### src/rtl/fwmrp_pkg.sv
// ----------------------------------------------------------------------------
// fwmrp_pkg
// Shared types, register indexes, matrix constants and fixed-point helpers.
// ----------------------------------------------------------------------------
package fwmrp_pkg;

  localparam int WINDOW_DEPTH_DEF = 16;
  localparam int NW               = 4;

  localparam logic [2:0] REG_PROP      = 3'd0;
  localparam logic [2:0] REG_INTEG     = 3'd1;
  localparam logic [2:0] REG_DERIV     = 3'd2;
  localparam logic [2:0] REG_RATE      = 3'd3;
  localparam logic [2:0] REG_WINDOWED  = 3'd4;
  localparam logic [2:0] REG_STEP_TIME = 3'd5;
  localparam logic [2:0] REG_STEP_RATE = 3'd6;

  // lane sequencer steps
  localparam logic [3:0] OP_K    = 4'd0;
  localparam logic [3:0] OP_KM   = 4'd1;
  localparam logic [3:0] OP_KT   = 4'd2;
  localparam logic [3:0] OP_D    = 4'd3;
  localparam logic [3:0] OP_TERM = 4'd4;
  localparam logic [3:0] OP_P    = 4'd5;
  localparam logic [3:0] OP_I    = 4'd6;
  localparam logic [3:0] OP_DD   = 4'd7;
  localparam logic [3:0] OP_L    = 4'd8;
  localparam logic [3:0] OP_M2_0 = 4'd9;
  localparam logic [3:0] OP_LAST = 4'd12;

  localparam logic signed [31:0] INV_M1 [NW][NW] = '{
    '{ 32'sd515396,  -32'sd264677,  32'sd70599,   -32'sd219580},
    '{-32'sd330176,   32'sd641561, -32'sd295279,   32'sd144687},
    '{ -32'sd18871,  -32'sd134486,  32'sd445603,  -32'sd117843},
    '{-32'sd131533,   32'sd51540,  -32'sd71404,    32'sd459025}
  };

  localparam logic signed [31:0] MODEL_M2 [NW][NW] = '{
    '{32'sd1215073092, 32'sd79161616,  32'sd296996989, 32'sd93173947},
    '{32'sd278340724,  32'sd796367467, 32'sd224948912, 32'sd39030515},
    '{32'sd38815767,   32'sd77631534,  32'sd804205783, 32'sd77685221},
    '{32'sd190535487,  32'sd38949985,  32'sd77738908,  32'sd901352574}
  };

  typedef struct packed {
    logic signed [31:0] prop_gain;
    logic signed [31:0] integ_gain;
    logic signed [31:0] deriv_gain;
    logic signed [31:0] model_rate;
    logic               windowed_integral;
    logic [30:0]        step_time;
    logic [30:0]        step_rate;
  } cfg_t;

  typedef struct packed {
    logic start;
    logic clr_en;
  } lane_ctl_t;

  typedef struct packed {
    logic               done;
    logic signed [31:0] drive_sum;
  } lane_stat_t;

  function automatic logic signed [31:0] sat32(input logic signed [63:0] v);
    logic signed [31:0] r;
    if (v > 64'sd2147483647) r = 32'sh7fffffff;
    else if (v < -64'sd2147483648) r = 32'sh80000000;
    else r = v[31:0];
    return r;
  endfunction

  function automatic logic signed [47:0] rnd16(input logic signed [63:0] p);
    logic signed [63:0] t;
    t = p + 64'sd32768;
    return t[63:16];
  endfunction

  function automatic logic signed [35:0] rnd28(input logic signed [63:0] p);
    logic signed [63:0] t;
    t = p + 64'sd134217728;
    return t[63:28];
  endfunction

endpackage

### src/rtl/fwmrp_merge.sv
// ----------------------------------------------------------------------------
// fwmrp_merge
// Maps the four lane sums through the inverse matrix, one product per step.
// ----------------------------------------------------------------------------
module fwmrp_merge import fwmrp_pkg::*; (
  input  logic               clk,
  input  logic               rst,
  input  logic               start,
  input  logic signed [31:0] drive_sum [NW],
  output logic               done,
  output logic signed [31:0] drive [NW]
);

  logic               busy, phase;
  logic [3:0]         idx;
  logic [1:0]         row, col;
  logic signed [63:0] prod;
  logic signed [39:0] acc;
  logic signed [39:0] acc_next;

  assign row      = idx[3:2];
  assign col      = idx[1:0];
  assign acc_next = ((col == 2'd0) ? 40'sd0 : acc) + 40'(rnd28(prod));

  always_ff @(posedge clk) begin
    if (rst) begin
      busy  <= 1'b0;
      phase <= 1'b0;
      idx   <= '0;
      done  <= 1'b0;
    end else begin
      done <= busy && phase && !start && (idx == 4'hf);
      if (start) begin
        busy  <= 1'b1;
        phase <= 1'b0;
        idx   <= '0;
      end else if (busy) begin
        if (!phase) begin
          prod  <= INV_M1[row][col] * drive_sum[col];
          phase <= 1'b1;
        end else begin
          phase <= 1'b0;
          acc   <= acc_next;
          if (col == 2'd3) drive[row] <= sat32(64'(acc_next));
          if (idx == 4'hf) begin
            busy <= 1'b0;
          end
          idx <= idx + 4'd1;
        end
      end
    end
  end

endmodule

### config.mk
export PLATFORM = sky130hd
export DESIGN_NAME = fwmrp_merge
export DESIGN_NICKNAME = d
export VERILOG_FILES = /design/src/rtl/fwmrp_pkg.sv /design/src/rtl/fwmrp_merge.sv
export SDC_FILE = /design/constraint.sdc
export NUM_CORES = 2
export LEC_CHECK = 0
export BUFFER_PORTS_ARGS = -buffer_cell sky130_fd_sc_hd__buf_2
export CAP_MARGIN = 20
export CORE_MARGIN = 4
export CORE_UTILIZATION = 34
export CTS_CLUSTER_DIAMETER = 40
export DETAILED_ROUTE_END_ITERATION = 12
export HOLD_SLACK_MARGIN = 0.06
export PLACE_DENSITY_LB_ADDON = 0.08
export SETUP_SLACK_MARGIN = 0.05
export SYNTH_ARGS = -nofsm -noshare
export SYNTH_HDL_FRONTEND = slang
export SYNTH_SLANG_ARGS = --single-unit
### constraint.sdc
create_clock -name clk -period 9.99 [get_ports clk]
set_input_delay 0.4995 -clock clk [delete_from_list [all_inputs] [get_ports clk]]
set_output_delay 0.4995 -clock clk [all_outputs]
set_load 0.01 [all_outputs]
==> flow_summary_export.csv <==
group,metric,value,unit
global_routing,track_usage,0.216,
clocking,cts_max_path_buffers,3,
layout,final_util,0.386,
critical_path,startpoint_type,"flop",
floorplanning,die_h,339,µm
critical_path,crit_arrival,9.80,ns
timing,setup_viol,0,
clocking,worstSkewPairLatency,0.54,ns
layout,drive_gt1_frac,0.138,
synth,avgSynthCellArea,9.89,µm²
place,io_buffers,259,
timing,slew_headroom,0.391,
floorplanning,fp.dieW,339,µm
synth,synth_top_cell_area_share,0.421,
layout,fillerInstances,11000,
layout,syn2layout_area_growth,12.8,%
synth,synthDistinctLibCells,76,
clocking,hold_buffers,0,
detailed_routing,dr.pass1.iters,5,
synth,async_flop_share,0,
detailed_routing,first_iter_violations,1729,
timing,period_share,0.952,
floorplanning,die_area,115000,µm²
critical_path,crit_slowest_cell,"fa_1",
clocking,cts.sinks,212,
critical_path,worstPathMaxFanout,10,
outcome,outcome,"complete, no violations",
timing,period_minus_slack,9.51,ns
worst_hold_path,hp-class,"in2reg",
critical_path,slowest_delay,0.55,ns
clocking,htreeDepth,1,
global_routing,grt_pass1_wl,188000,µm
clocking,cts_tree,"done",
detailed_routing,viasPerCell,4.94,
critical_path,endpoint_kind,"flop",
detailed_routing,vias,27100,
detailed_routing,wire_per_inst,22.5,µm
floorplanning,ios,260,
timing,fin_skew,0.0316,ns
critical_path,cp_common_cell,"fa_1",
clocking,clkTransAtPathRegs,0.06,ns
place,place_congestion,0.870,
timing,max_freq,105,MHz
synth,synth_ff_type,"edfxtp_1",
detailed_routing,drc,0,
critical_path,critical_path_class,"reg2reg",
synth,synth_nets,4902,
synth,synth-edff-count,205,
critical_path,worstSetupStartpoint,"idx[2]",
global_routing,grt_pass1_vias,29000,
global_routing,antenna_found_initial,5,
synth,synth_seq_area_share,0.169,
global_routing,overflow,0,
floorplanning,num_rows,121,
timing,tightest_slew,0.914,ns
layout,fin_nets,5175,
run,max_cap_violations,0,
synth,synth-seq-cells,212,
place,dp_hpwl,102000,µm
timing,rsz0062_at_grt,"no",
global_routing,grt_max_degree,46,
synth,syn-cell-area,37300,µm²
clocking,root_buffer,"clkbuf_16",
layout,layout_commonest_cell,"fa_1",
floorplanning,core-area,109000,µm²
synth,synthTopCellsByArea,"fa_1, edfxtp_1, inv_1",
timing,hold_viol,0,
critical_path,cp.required,10.28,ns
synth,yosys.area.top_type,"fa_1",
timing,slew_violations,0,
timing,hold-worst-slack,0.172,ns
clocking,cts_buffers,25,
worst_hold_path,worstHoldStart,"rst",
floorplanning,initial_core_util,0.342,
synth,synthCells,3770,
detailed_routing,ant_nets,0,
layout,mostFrequentLayoutCells,"fa_1, inv_1, nor2_1, nand2_1, buf_2",
synth,ys_warn_count,0,
critical_path,r2r-start,"idx[2]",
detailed_routing,routed_wl,123000,µm
==> worst max-delay path, delay by kind of cell, from the launching register on <==
kind,cells,cell delay (ns)
AOI/OAI and AO/OA,9,2.15
buffers and inverters,8,1.12
DFF,1,0.33
xor gates and xnor gates,1,0.15
adders and majority gates,10,4.65
and+or+nand+nor,4,0.87
==> stage by stage <==
stage                     cell area, µm²  instances  TNS, ns  setup WS, ns
final                              42000       5478        0         0.478
after global routing               42000       5476        0        0.0336
after CTS                          41900       5469        0         0.186
after detailed placement           41000       5423        0         0.178
after global placement             41000       5422   -0.315        -0.115
after floorplan                    37300       3770        0         0.409
==> state kept, by name (all words and copies together) (netlist names) <==
name / cells
acc: 40
busy: 1
done: 1
drive: 128
idx: 4
phase: 1
prod: 37
==> cell usage after synthesis (15+ instances only) <==
cell type,instances
fa_1,784
inv_1,757
nor2_1,418
nand2_1,377
ha_1,217
edfxtp_1,205
clkbuf_1,129
a21oi_1,108
o21ai_0,66
xnor2_1,66
nor2b_1,56
a21o_1,52
nand3_1,42
xor2_1,40
nand2b_1,32
o21a_1,29
mux2i_1,27
mux2_2,25
o22ai_1,24
and2_1,22
and3_1,22
o21ai_1,22
nand4_1,21
buf_2,17
buf_1,15
nor3_1,15
==> layer usage <==
layer / vias up / share of wire / global-route usage
met3: 102 / 0.069 / 0.0352
li1: 12300 / - / -
met1: 13800 / 0.48 / 0.325
met4: 0 / 0.019 / 0.0365
met2: 869 / 0.43 / 0.331
met5: - / 0 / 0
==> kinds of logic after synthesis <==
family	synth area share
buffers and inverters	0.0940
adders and majority gates	0.494
AOI/OAI and AO/OA	0.0751
DFF	0.169
and+or+nand+nor	0.122
muxes	0.0208
xor gates and xnor gates	0.0249
==> cell type report <==
type / instances / area (µm²) / area share
sequential: 212 / 6300 / 0.150
antenna: 2 / 5.00 / 0.000119
clock buffer: 25 / 626 / 0.0149
multi-input combinational: 2636 / 27600 / 0.657
tap: 1414 / 1770 / 0.0421
clock inverter: 21 / 223 / 0.00530
inverter: 758 / 2850 / 0.0677
timing repair buffer: 410 / 2640 / 0.0628
==> timing repair <==
item | 4_1_cts | 5_1_grt
buffers inserted | 0 | 6
resized for setup | 0 | 8
endpoints found under the hold margin | 0 | 0
setup endpoints to repair | 0 | 7
==> worst paths after layout <==
check             endpoint  slack (ns)  cells past startpoint
setup / recovery  prod[56]        0.48                     32
hold / removal        busy        0.17                      2
setup reg to reg  prod[56]        0.48                     32
hold reg to reg     idx[1]        0.57                      2
Power is left out: the tool's default activity adds up to more than one toggle a clock period on the data nets, which glitch-free logic cannot reach.
